$ cat src/rtl/core/lfsrlc_pkg.sv
// ----------------------------------------------------------------------------
// lfsrlc_pkg
// Shared types and constants for the binary linear complexity finder.
// ----------------------------------------------------------------------------
package lfsrlc_pkg;

    localparam int POLY_W  = 64;
    localparam int LEN_W   = 7;
    localparam int GAP_MAX = 127;

    // engine state carried from one bit to the next
    typedef struct packed {
        logic [POLY_W-1:0] history_bits;
        logic [POLY_W-1:0] current_poly;
        logic [POLY_W-1:0] previous_poly;
        logic [LEN_W-1:0]  linear_length;
        logic [LEN_W-1:0]  shift_gap;
        logic [LEN_W-1:0]  bit_count;
        logic              overflowed;
    } state_t;

    // one result request
    typedef struct packed {
        logic              discrepancy;
        logic [LEN_W-1:0]  complexity;
        logic [POLY_W-1:0] connection_poly;
        logic              overflow;
    } result_t;

    localparam state_t STATE_RESET = '{
        history_bits:  '0,
        current_poly:  POLY_W'(1),
        previous_poly: POLY_W'(1),
        linear_length: '0,
        shift_gap:     LEN_W'(1),
        bit_count:     '0,
        overflowed:    1'b0
    };

endpackage

$ cat src/rtl/core/lfsrlc_update.sv
// ----------------------------------------------------------------------------
// lfsrlc_update
// One Berlekamp-Massey step over GF(2): discrepancy, polynomial and length
// update for a single sequence bit.
// ----------------------------------------------------------------------------
module lfsrlc_update
    import lfsrlc_pkg::*;
#(
    parameter int MAX_LEN = 64
) (
    input  state_t  cur_state,
    input  logic    start_new,
    input  logic    seq_bit,
    output state_t  next_state,
    output result_t result
);

    localparam logic [POLY_W-1:0] PMASK =
        POLY_W'((65'(1) << MAX_LEN) - 65'(1));
    localparam logic [LEN_W-1:0] MAX_LEN_V = LEN_W'(MAX_LEN);

    state_t            st;
    logic [POLY_W-1:0] len_mask;
    logic [POLY_W-1:0] shifted_prev;
    logic              disc;
    logic              grow;

    // restart clears everything before this bit is used
    assign st = start_new ? STATE_RESET : cur_state;

    // taps below the current length take part in the prediction
    always_comb begin
        for (int i = 0; i < POLY_W; i++) begin
            len_mask[i] = (LEN_W'(i) < st.linear_length);
        end
    end

    assign disc = seq_bit ^ (^((st.current_poly >> 1) & st.history_bits & len_mask));

    // a gap of the full length or more pushes B(D) out entirely
    assign shifted_prev = (st.shift_gap < MAX_LEN_V) ?
                          (st.previous_poly << st.shift_gap) : '0;

    assign grow = ({1'b0, st.linear_length, 1'b0} <= {2'b00, st.bit_count});

    always_comb begin
        next_state = st;
        result.discrepancy     = 1'b0;
        result.complexity      = st.linear_length;
        result.connection_poly = st.current_poly;
        result.overflow        = 1'b1;
        if (st.bit_count >= MAX_LEN_V) begin
            // sequence too long: flag it, leave the engine untouched
            next_state.overflowed = 1'b1;
        end else begin
            if (disc) begin
                next_state.current_poly = (st.current_poly ^ shifted_prev) & PMASK;
                if (grow) begin
                    next_state.linear_length = st.bit_count + LEN_W'(1) - st.linear_length;
                    next_state.previous_poly = st.current_poly;
                    next_state.shift_gap     = LEN_W'(1);
                end else if (st.shift_gap < LEN_W'(GAP_MAX)) begin
                    next_state.shift_gap = st.shift_gap + LEN_W'(1);
                end
            end else if (st.shift_gap < LEN_W'(GAP_MAX)) begin
                next_state.shift_gap = st.shift_gap + LEN_W'(1);
            end
            next_state.history_bits = {st.history_bits[POLY_W-2:0], seq_bit};
            next_state.bit_count    = st.bit_count + LEN_W'(1);
            result.discrepancy      = disc;
            result.complexity       = next_state.linear_length;
            result.connection_poly  = next_state.current_poly;
            result.overflow         = 1'b0;
        end
    end

endmodule

$ cat src/rtl/core/lfsr_linear_complexity_finder_top.sv
// ----------------------------------------------------------------------------
// lfsr_linear_complexity_finder_top
// Streaming binary Berlekamp-Massey engine reporting linear complexity and
// connection polynomial after every sequence bit.
// ----------------------------------------------------------------------------
// Usage:
//   s_ channel: one sequence bit per request, s_tuser raises start of a new
//   sequence (state is cleared before that bit is used).
//   m_ channel: one result per input request, in order.
//   cfg_wr_en/cfg_wr_data: invert_input, write only while the block is idle.
// Pipeline: an accepted bit is registered in the input register, then the
//   update runs from the input register into the result register once that
//   register is free or being drained.
// Throughput: one bit per cycle while m_tready stays high; the state loop
//   (masked 64-bit parity, shifted XOR of B(D), length compare) is combinational.
// Reset: synchronous, active low; clears both stages, the engine state
//   (C(D)=B(D)=1, L=0) and invert_input.
// Stall: while m_tready is low the result holds and one more bit may wait
//   in the input register; s_tready then drops until the result is taken.
// Past MAX_LEN bits a result carries overflow in m_tuser and the state holds.
// ----------------------------------------------------------------------------
module lfsr_linear_complexity_finder_top
    import lfsrlc_pkg::*;
#(
    parameter int MAX_LEN = 64
) (
    input  logic        aclk,
    input  logic        aresetn,
    // configuration
    input  logic        cfg_wr_en,
    input  logic        cfg_wr_data,  // invert_input
    // input stream
    input  logic        s_tvalid,
    output logic        s_tready,
    input  logic [7:0]  s_tdata,      // [0] seq_bit, [7:1] zero
    input  logic        s_tuser,      // [0] start_new
    // result stream
    output logic        m_tvalid,
    input  logic        m_tready,
    output logic [71:0] m_tdata,      // [0] discrepancy, [7:1] complexity,
                                      // [71:8] connection_poly
    output logic        m_tuser       // [0] overflow
);

    logic    invert_reg;
    logic    in_valid_reg;
    logic    in_bit_reg;
    logic    in_start_reg;
    logic    out_valid_reg;
    result_t out_reg;
    state_t  state_reg;
    state_t  state_next;
    result_t result_next;
    logic    advance;

    // input stage moves on when the result register is free or being drained
    assign advance  = in_valid_reg && (!out_valid_reg || m_tready);
    assign s_tready = !in_valid_reg || advance;

    // configuration register
    always_ff @(posedge aclk) begin
        if (!aresetn) begin
            invert_reg <= 1'b0;
        end else if (cfg_wr_en) begin
            invert_reg <= cfg_wr_data;
        end
    end

    // input register
    always_ff @(posedge aclk) begin
        if (!aresetn) begin
            in_valid_reg <= 1'b0;
        end else if (s_tready) begin
            in_valid_reg <= s_tvalid;
        end
    end

    always_ff @(posedge aclk) begin
        if (s_tvalid && s_tready) begin
            in_bit_reg   <= s_tdata[0];
            in_start_reg <= s_tuser;
        end
    end

    lfsrlc_update #(
        .MAX_LEN (MAX_LEN)
    ) u_update (
        .cur_state  (state_reg),
        .start_new  (in_start_reg),
        .seq_bit    (in_bit_reg ^ invert_reg),
        .next_state (state_next),
        .result     (result_next)
    );

    // engine state advances once per bit
    always_ff @(posedge aclk) begin
        if (!aresetn) begin
            state_reg <= STATE_RESET;
        end else if (advance) begin
            state_reg <= state_next;
        end
    end

    // result register
    always_ff @(posedge aclk) begin
        if (!aresetn) begin
            out_valid_reg <= 1'b0;
        end else if (advance) begin
            out_valid_reg <= 1'b1;
        end else if (m_tready) begin
            out_valid_reg <= 1'b0;
        end
    end

    always_ff @(posedge aclk) begin
        if (advance) begin
            out_reg <= result_next;
        end
    end

    assign m_tvalid = out_valid_reg;
    assign m_tdata  = {out_reg.connection_poly, out_reg.complexity, out_reg.discrepancy};
    assign m_tuser  = out_reg.overflow;

    // checks
    a_poly_bit0: assert property (@(posedge aclk) disable iff (!aresetn)
        m_tvalid |-> m_tdata[8])
        else $error("connection polynomial lost its constant term");

    a_len_range: assert property (@(posedge aclk) disable iff (!aresetn)
        m_tvalid |-> (m_tdata[7:1] <= 7'd64))
        else $error("complexity out of range");

    a_ovf_no_disc: assert property (@(posedge aclk) disable iff (!aresetn)
        (m_tvalid && m_tuser) |-> !m_tdata[0])
        else $error("overflowed result reports a discrepancy");

    a_ready_when_free: assert property (@(posedge aclk) disable iff (!aresetn)
        !out_valid_reg |-> s_tready)
        else $error("input stalled with an empty result register");

endmodule

$ cat config.mk
export PLATFORM = sky130hd
export DESIGN_NAME = lfsr_linear_complexity_finder_top
export DESIGN_NICKNAME = d
export VERILOG_FILES = /design/src/rtl/core/lfsrlc_pkg.sv /design/src/rtl/core/lfsrlc_update.sv /design/src/rtl/core/lfsr_linear_complexity_finder_top.sv
export SDC_FILE = /design/constraint.sdc
export NUM_CORES = 1
export LEC_CHECK = 0
export ABC_CLOCK_PERIOD_IN_PS = 12000
export BUFFER_PORTS_ARGS = -buffer_cell sky130_fd_sc_hd__buf_2
export CORE_ASPECT_RATIO = 1.25
export CORE_MARGIN = 2
export CORE_UTILIZATION = 60
export CTS_CLUSTER_SIZE = 30
export DETAILED_ROUTE_END_ITERATION = 12
export PLACE_DENSITY = 0.75
export SLEW_MARGIN = 15
export SYNTH_ARGS = -nofsm -noshare
export SYNTH_HDL_FRONTEND = slang
export SYNTH_SLANG_ARGS = --single-unit
$ cat constraint.sdc
create_clock -name aclk -period 12 [get_ports aclk]
set_input_delay 2.4 -clock aclk [delete_from_list [all_inputs] [get_ports aclk]]
set_output_delay 2.4 -clock aclk [all_outputs]
set_load 0.01 [all_outputs]
== After elaboration in Yosys (flattened, before gate mapping) ==
Cells that the tools add are included.
Cells by class
  $add $sub $neg: 3
  order comparisons: 68
  shift operators: 1
  multiplexer cells: 11
  bitwise gates (word level): 5
  reductions and logical operators: 8
Operator list (number)
  $lt A6 B7 Y1 const A: 32
  $mux W214: 1
  $mux W213: 1
  $mux W135: 1
  $lt A5 B7 Y1 const A: 16
  $mux W72: 1
  $mux W71: 1
  $and A63 B64 Y64: 1
  $and A64 B64 Y64: 1
  $mux W64: 1
  $reduce_xor A64 Y1: 1
  $shl A64 B7 Y64: 1
  $xor A64 B64 Y64: 1
  $lt A4 B7 Y1 const A: 8
  $lt A3 B7 Y1 const A: 4
  $mux W7: 3
  $add A7 B1 Y7 const B: 2
  $lt A1 B7 Y1 const A: 2
  $lt A2 B7 Y1 const A: 2
  $lt A7 B7 Y1 const B: 2
  $le A8 B7 Y1: 1
  $ge A7 B7 Y1 const B: 1
  $sub A7 B7 Y7: 1
  $logic_and A1 B1 Y1: 2
  other kinds (5): 9
Storage, ports and cells
  register bits after elaboration: 291
  output and inout bits: 75
  logic and storage cells: 111

== Logic depth before layout (Yosys ltp) ==
Gate-level depths: netlist of the first run.
  depth after elaboration: 7
  depth in mapped cells: 26
  depth with buffers taken out: 15

== By module ==
From an unflattened synthesis of the first run, not the netlist that was laid out.
Unflattened totals
  cells, all modules: 2696
  area, all modules: 21634.5 um2
Modules (own cells, without submodules)
  lfsr_linear_complexity_finder_top: instances 1, cells an instance 1017, area an instance 10880.4 um2, seq. area each 6596.3 um2
  lfsrlc_update: instances 1, cells an instance 1679, area an instance 10754.1 um2, seq. area each 0.0 um2

== Worst setup path after synthesis of the first run ==
Ideal clock, no wire load.
  path kind: input port to flip-flop
  from: in m_tready
  to: reg state_reg[7] (netlist name)
  setup time: 77 ps
  arrival: 5819 ps
  slack: 6104 ps
  cell stages on the path: 8
  buffers on the path: 3
  cells stage by stage: nor2b_1 > nand2b_1 > clkbuf_1 > inv_1 > clkbuf_1 > clkbuf_1 > a22oi_1 > nor2_1
On the way
  word-level cells in the longest chain between the ends: 2
RTL lines
  start, declared: line lfsr_linear_complexity_finder_top.sv:39  | input logic m_tready,
  $logic_or A1 B1 Y1: line lfsr_linear_complexity_finder_top.sv:57  | assign advance = in_valid_reg && (!out_valid_reg || m_tready);
  $logic_and A1 B1 Y1: line lfsr_linear_complexity_finder_top.sv:57
  named net advance: line lfsr_linear_complexity_finder_top.sv:54  | logic advance;
  end signal, assigned: line lfsr_linear_complexity_finder_top.sv:100  | state_reg <= state_next;
  end, declared: line lfsr_linear_complexity_finder_top.sv:51  | state_t state_reg;
The timed path passes the listed nets, and every way through them passes these cells.
A chain may end at the register's enable or synchronous reset.

== Final worst setup path of the first run ==
  from: reg state_reg[16] (netlist name)
  to: reg state_reg[111] (netlist name)
On the way
  word-level cells in the longest chain between the ends: 7
RTL lines
  $mux W214 *: line lfsrlc_update.sv:29  | assign st = start_new ? STATE_RESET : cur_state;
  $lt A1 B7 Y1, or another cell as far along: line lfsrlc_update.sv:34  | len_mask[i] = (LEN_W'(i) < st.linear_length);
  $and A64 B64 Y64 *: line lfsrlc_update.sv:38  | assign disc = seq_bit ^ (^((st.current_poly >> 1) & st.history_bits & len_mask));
  $reduce_xor A64 Y1 *: line lfsrlc_update.sv:38
  $xor A1 B1 Y1 *: line lfsrlc_update.sv:38
  $mux W135 *: line lfsrlc_update.sv:56  | if (disc) begin
  $mux W213 *: line lfsrlc_update.sv:52  | if (st.bit_count >= MAX_LEN_V) begin
Every way passes the cells marked *; elsewhere a longest branch is shown, timed or not. The select of a mux whose other input is x is not followed.

==> results of run 1 <==
per-layer routing:
metal | part of all wire | track usage
met1 | 0.36 | 0.532
met2 | 0.46 | 0.651
met4 | 0.069 | 0.253
met5 | 0 | 0
met3 | 0.11 | 0.0741
power groups by stage:
stage	Combinational, mW	Sequential [mW]	Clock [mW]
after floorplan	0.149	1.05	0
after global placement	0.208	1.05	0
after detailed placement	0.212	1.05	0
after CTS	0.214	1.03	1.04
after global routing	0.231	1.03	1.07
final	0.219	1.03	1.04
worst reg2reg max path, cell delays in order, from the launching register on:
cell	delay, ps
dfxtp_1	920
a21oi_1	330
nor2_1	570
o2111ai_1	210
a21oi_1	250
xnor3_1	420
xnor3_1	390
xnor3_1	260
xor3_2	900
buf_4	520
nand2_1	610
or4_1	680
a31oi_1	190
logic make-up after synthesis:
family	share of synthesized area
AO/OA/AOI/OAI	0.218
XOR/XNOR	0.0653
buffers and inverters	0.0478
multiplexers	0.0890
AND/OR/NAND/NOR	0.205
adder cells (fa/ha/maj)	0.00785
flip-flops	0.367
stage by stage:
stage          total power [mW]  setup slack, ps  instance area (sq um)
2_1_floorplan              1.20             6100                  17800
3_3_place_gp               1.26             5980                  18300
3_5_place_dp               1.26             5890                  18300
4_1_cts                    2.28             5800                  19400
5_1_grt                    2.34             5340                  19400
6_report                   2.29             5650                  19400
layout make-up:
type	instances	area [sq um]	area share
multi-input cells	1627	10500	0.540
flip-flops and latches	290	6560	0.338
clock buffers	31	743	0.0383
repair buffers	117	686	0.0354
well taps	396	495	0.0256
clock inverters	22	335	0.0173
inverters	25	98.8	0.00510
worst max-delay path by stage:
stage	slack, ps	from	depth (start not counted)	endpoint
2_1_floorplan	6100	m_tready	8	state_reg[7]$_SDFFE_PN0P_
3_3_place_gp	5980	state_reg[16]$_SDFFE_PN0P_	12	state_reg[114]$_SDFFE_PN0P_
3_5_place_dp	5890	in_start_reg$_DFFE_PP_	14	state_reg[113]$_SDFFE_PN0P_
4_1_cts	5800	in_start_reg$_DFFE_PP_	14	state_reg[111]$_SDFFE_PN0P_
5_1_grt	5340	in_start_reg$_DFFE_PP_	14	state_reg[114]$_SDFFE_PN0P_
6_report	5650	state_reg[16]$_SDFFE_PN0P_	12	state_reg[111]$_SDFFE_PN0P_
cells in the mapped netlist, drive strengths merged, types with 39 or more instances:
cell type,number
nor2,237
a31oi,39
nor3,71
buf,72
a22oi,71
a22o,59
o21ai,119
clkbuf,104
nand2,225
mux2i,108
nand3,72
edfxtp,75
nor2b,56
dfxtp,215
a21oi,111
xnor2,86
==> impl_metrics.csv, run 1 <==
group,metric,value,unit
outcome,status,"complete, no violations",
clocking,htreeDepth,1,
sta,maxSlewHeadroom,0.168,
clocking,numClockSinks,290,
min_path,hold_path_depth,1,
synthesis,synth-main-ff-cell,"dfxtp_1",
detailed_routing,routed_wl,65400,um
layout,fin_nets,2113,
setup_path,cp.required,12480,ps
synthesis,syn_nets,2141,
setup_path,crit_top_cell,"xnor3_1",
layout,final_common_cell,"nor2_1",
clocking,path_clk_slew,70,ps
synthesis,synthArstFlopShare,0,
detailed_routing,wl_per_cell,26.1,um
power,p_switching,587,uW
synthesis,postSynthCellCount,2118,
sta,fin_setup_tns,0,ps
sta,fin_crit,6350,ps
floorplan,die_y,197,um
synthesis,syn-cell-area,17800,sq um
clocking,cts_resized,0,
layout,syn_to_final_growth,8.60,%
sta,hold_viol,0,
sta,fmax,158,MHz
global_routing,track_usage,0.415,
sta,setup_viol,0,
synthesis,ys_seq_area_frac,0.367,
flow_run,maxCapViolCount,0,
layout,stdcell_count,2508,
placed_design,gp_congestion,1.03,
setup_path,r2r_cells,12,
global_routing,global_route.overflow_total,0,
sta,timing.final.crit_share,0.529,
layout,drive_gt1_frac,0.113,
layout,utilization,0.663,
clocking,cts_tree,"yes",
setup_path,cpPeakStageDelay,920,ps
synthesis,synth-seq-cells,290,
sta,hold_ws,481,ps
floorplan,initial_core_util,0.610,
detailed_routing,drtIter0Drc,2109,
global_routing,antenna_found_initial,1,
clocking,clock_path_buffers,3,
synthesis,ys_warn_count,0,
power,p_seq_frac,0.451,
min_path,hold_path.startpoint,"state_reg[85]$_SDFFE_PN0P_",
layout,n_fill_cell,2435,
layout,largest_reg_flops,212,
global_routing,grt_max_degree,122,
setup_path,criticalPathCategory,"register to register",
clocking,post-cts-setup-buffers,0,
power,comb_power_share,0.096,
placed_design,io_buffers,82,
min_path,hold_end,"state_reg[85]$_SDFFE_PN0P_",
power,leakage,7.25,nW
placed_design,dp_hpwl,46200,um
synthesis,synth_edf_count,75,
power,peakVddDrop,0.139,mV
layout,antenna-diode-count,0,
floorplan,die_area,31200,sq um
power,p_int,1.70,mW
clocking,cts_hold_buffers,0,
global_routing,grt_pass1_wl,97300,um
sta,worst_clock_skew,20.9,ps
floorplan,coreArea,29300,sq um
setup_path,crit_chain,"a21oi_1 -> nor2_1 -> o2111ai_1 -> a21oi_1 -> xnor3_1 -> xnor3_1 -> xnor3_1 -> xor3_2 -> buf_4 -> nand2_1 -> or4_1 -> a31oi_1",
power,power.share.switching,0.257,
min_path,hp-class,"register to register",
sta,tightest_slew,1250,ps
synthesis,synthTopCellsByArea,"dfxtp_1, edfxtp_1, mux2i_1, nor2_1, nand2_1",
floorplan,rows,70,
detailed_routing,drc,0,
setup_path,path_max_fanout,33,
power,pwr-share-clk,0.453,
layout,final_cell_mix,"nor2_1, nand2_1, dfxtp_1",
detailed_routing,first_pass_iters,6,
synthesis,yosys.cell_types.count,83,
setup_path,setup.worst_path.end_class,"register",
setup_path,reg2reg_from,"state_reg[16]$_SDFFE_PN0P_",
setup_path,timing.rr.end,"state_reg[111]$_SDFFE_PN0P_",
synthesis,synth_area_leader_cell,"dfxtp_1",
floorplan,pin_count,90,
setup_path,slowest_stage,"dfxtp_1",
synthesis,avgSynthCellArea,8.43,sq um
synthesis,yosysTopAreaCellShare,0.241,
setup_path,crit_buf_inv,1,
setup_path,cp.arrival,6830,ps
clocking,cts_root_buf,"clkbuf_16",
detailed_routing,vias,17400,
floorplan,die_x,158,um
sta,slew_violations,0,
setup_path,start_kind,"register",
clocking,insertion_delay,580,ps
setup_path,cp_top_family,"XOR/XNOR gates",
sta,rsz0062_at_grt,"false",
power,p_per_area,118,nW/um^2
setup_path,ff2ff_setup_slack,5650,ps
detailed_routing,drt-vias-per-instance,6.93,
global_routing,grt_pass1_vias,15900,
placed_design,placedCellCount,2455,
detailed_routing,ant_nets,0,
clocking,cts_buffers,29,
Power figures use the tool's default switching activity.
==> run 2: changes to the inputs <==
--- a/config.mk
+++ b/config.mk
@@ -5,7 +5,7 @@
 export SDC_FILE = /design/constraint.sdc
 export NUM_CORES = 1
 export LEC_CHECK = 0
-export ABC_CLOCK_PERIOD_IN_PS = 12000
+export ABC_CLOCK_PERIOD_IN_PS = 6100
 export BUFFER_PORTS_ARGS = -buffer_cell sky130_fd_sc_hd__buf_2
 export CORE_ASPECT_RATIO = 1.25
 export CORE_MARGIN = 2
==> constraint.sdc (replaced) <==
create_clock -name aclk -period 6.1 [get_ports aclk]
set_input_delay 1.22 -clock aclk [delete_from_list [all_inputs] [get_ports aclk]]
set_output_delay 1.22 -clock aclk [all_outputs]
set_load 0.01 [all_outputs]
==> run 2 against run 1 <==
Via count increased by 0.59%. Clock skew decreased by 5.1 ps. Utilization increased by 0.094 points. Flip-flop and latch count unchanged. Maximum frequency increased by 18%. Worst setup slack got worse by 4900 ps. First-iteration DRC count increased by 6.0%. Die area unchanged. Global-route usage increased by 1.1 points. Count of clock-buffer cells in the layout increased by 5. Non-clock buffer count increased by 22. Hold slack improved by 2.7 ps.
==> impl_metrics.csv, run 2 (synthesis results as in run 1) <==
group,metric,value,unit
layout,syn_to_final_growth,8.76,%
global_routing,global_route.overflow_total,0,
global_routing,grt_max_degree,78,
floorplan,coreArea,29300,sq um
detailed_routing,drc,0,
floorplan,pin_count,90,
floorplan,die_y,197,um
detailed_routing,vias,17500,
floorplan,die_area,31200,sq um
clocking,cts_buffers,29,
global_routing,track_usage,0.426,
setup_path,criticalPathCategory,"register to register",
clocking,cts_hold_buffers,0,
min_path,hp-class,"register to register",
sta,rsz0062_at_grt,"false",
setup_path,slowest_stage,"edfxtp_1",
global_routing,grt_pass1_wl,99700,um
setup_path,crit_chain,"buf_12 -> nor2b_1 -> nand2_1 -> a21oi_1 -> xor2_1 -> xnor2_1 -> xnor2_1 -> xnor3_1 -> xor3_2 -> nand2_1 -> or4_1 -> a31oi_1",
layout,final_cell_mix,"nor2_1, nand2_1, dfxtp_1",
placed_design,io_buffers,82,
detailed_routing,ant_nets,0,
global_routing,antenna_found_initial,2,
sta,fmax,186,MHz
clocking,cts_tree,"yes",
sta,hold_viol,0,
setup_path,crit_buf_inv,1,
floorplan,initial_core_util,0.610,
layout,final_common_cell,"nor2_1",
sta,worst_clock_skew,15.8,ps
floorplan,rows,70,
detailed_routing,drt-vias-per-instance,6.91,
layout,fin_nets,2135,
power,peakVddDrop,0.275,mV
clocking,numClockSinks,290,
layout,drive_gt1_frac,0.119,
detailed_routing,dr.max_layer_used,"met4",
detailed_routing,first_pass_iters,6,
detailed_routing,routed_wl,67100,um
clocking,cts_resized,0,
detailed_routing,wl_met2,30600,um
clocking,htreeDepth,1,
setup_path,cp.arrival,5870,ps
detailed_routing,wl_met1,24400,um
placed_design,gp_congestion,1.02,
sta,setup_viol,0,
flow_run,maxCapViolCount,0,
setup_path,cpPeakStageDelay,700,ps
detailed_routing,routed-wl-met3,6990,um
setup_path,setup.worst_path.end_class,"register",
placed_design,dp_hpwl,48800,um
clocking,clock_path_buffers,3,
setup_path,path_max_fanout,66,
clocking,post-cts-setup-buffers,0,
setup_path,cp_top_family,"simple AND/OR/NAND/NOR gates",
layout,antenna-diode-count,0,
detailed_routing,wl_per_cell,26.5,um
setup_path,cp.required,6590,ps
sta,hold_ws,484,ps
sta,maxSlewHeadroom,0.196,
clocking,path_clk_slew,60,ps
clocking,cts_root_buf,"clkbuf_16",
power,leakage,7.28,nW
layout,largest_reg_flops,212,
sta,slew_violations,0,
power,p_per_area,217,nW/um^2
sta,fin_setup_tns,0,ps
clocking,insertion_delay,570,ps
outcome,status,"complete, no violations",
sta,timing.final.crit_share,0.882,
setup_path,start_kind,"register",
detailed_routing,drtIter0Drc,2236,
global_routing,grt_pass1_vias,16400,
sta,fin_crit,5380,ps
floorplan,die_x,158,um
sta,tightest_slew,1210,ps
## run 2: cell type report
cell class                      instances  area (sq um)
Multi-Input combinational cell       1627         10500
Fill cell                            2468          9840
Sequential cell                       290          6560
Timing Repair Buffer                  139           888
Clock buffer                           36           752
Tap cell                              396           495
Clock inverter                         17           149
Inverter                               25          98.8
## run 2: path summary, 6_finish.rpt
check	slack [ps]	cells past startpoint	end	from
worst min register to register	480	2	state_reg[6]$_SDFFE_PN0P_	state_reg[6]$_SDFFE_PN0P_
worst max register to register	720	12	state_reg[112]$_SDFFE_PN0P_	in_start_reg$_DFFE_PP_
worst min-delay path	480	2	state_reg[6]$_SDFFE_PN0P_	state_reg[6]$_SDFFE_PN0P_
worst max-delay path	720	12	state_reg[112]$_SDFFE_PN0P_	in_start_reg$_DFFE_PP_
## run 2: tightest hold or removal path, stage by stage, from the launching register on
cell and delay (ps):
dfxtp_1 320, nand2_1 60, a21oi_1 50
## run 2: metal layers
layer,global-route usage,vias up
li1,-,7765
met1,0.541,8347
met2,0.675,1104
met3,0.0728,265
met4,0.263,0
met5,0,-
## run 2: report_power, final
| part | internal (mW) | switching (mW) | leakage, nW | total, mW |
|---|---|---|---|---|
| logic | 0.121 | 0.313 | 4.39 | 0.435 |
| clock network | 0.963 | 0.780 | 0.442 | 1.74 |
| registers | 2.00 | 0.0381 | 2.45 | 2.04 |
## run 2: per-stage QoR
| step | worst slack, ps | std cells | total power [mW] | cell area [sq um] | util |
|---|---|---|---|---|---|
| after floorplan | 378 | 2118 | 2.36 | 17800 | - |
| after global placement | 1060 | 2477 | 2.49 | 18500 | 0.633 |
| after detailed placement | 865 | 2477 | 2.50 | 18500 | 0.633 |
| after CTS | 832 | 2530 | 4.21 | 19400 | 0.664 |
| after global routing | 596 | 2530 | 4.31 | 19400 | 0.664 |
| final | 723 | 2530 | 4.22 | 19400 | 0.664 |
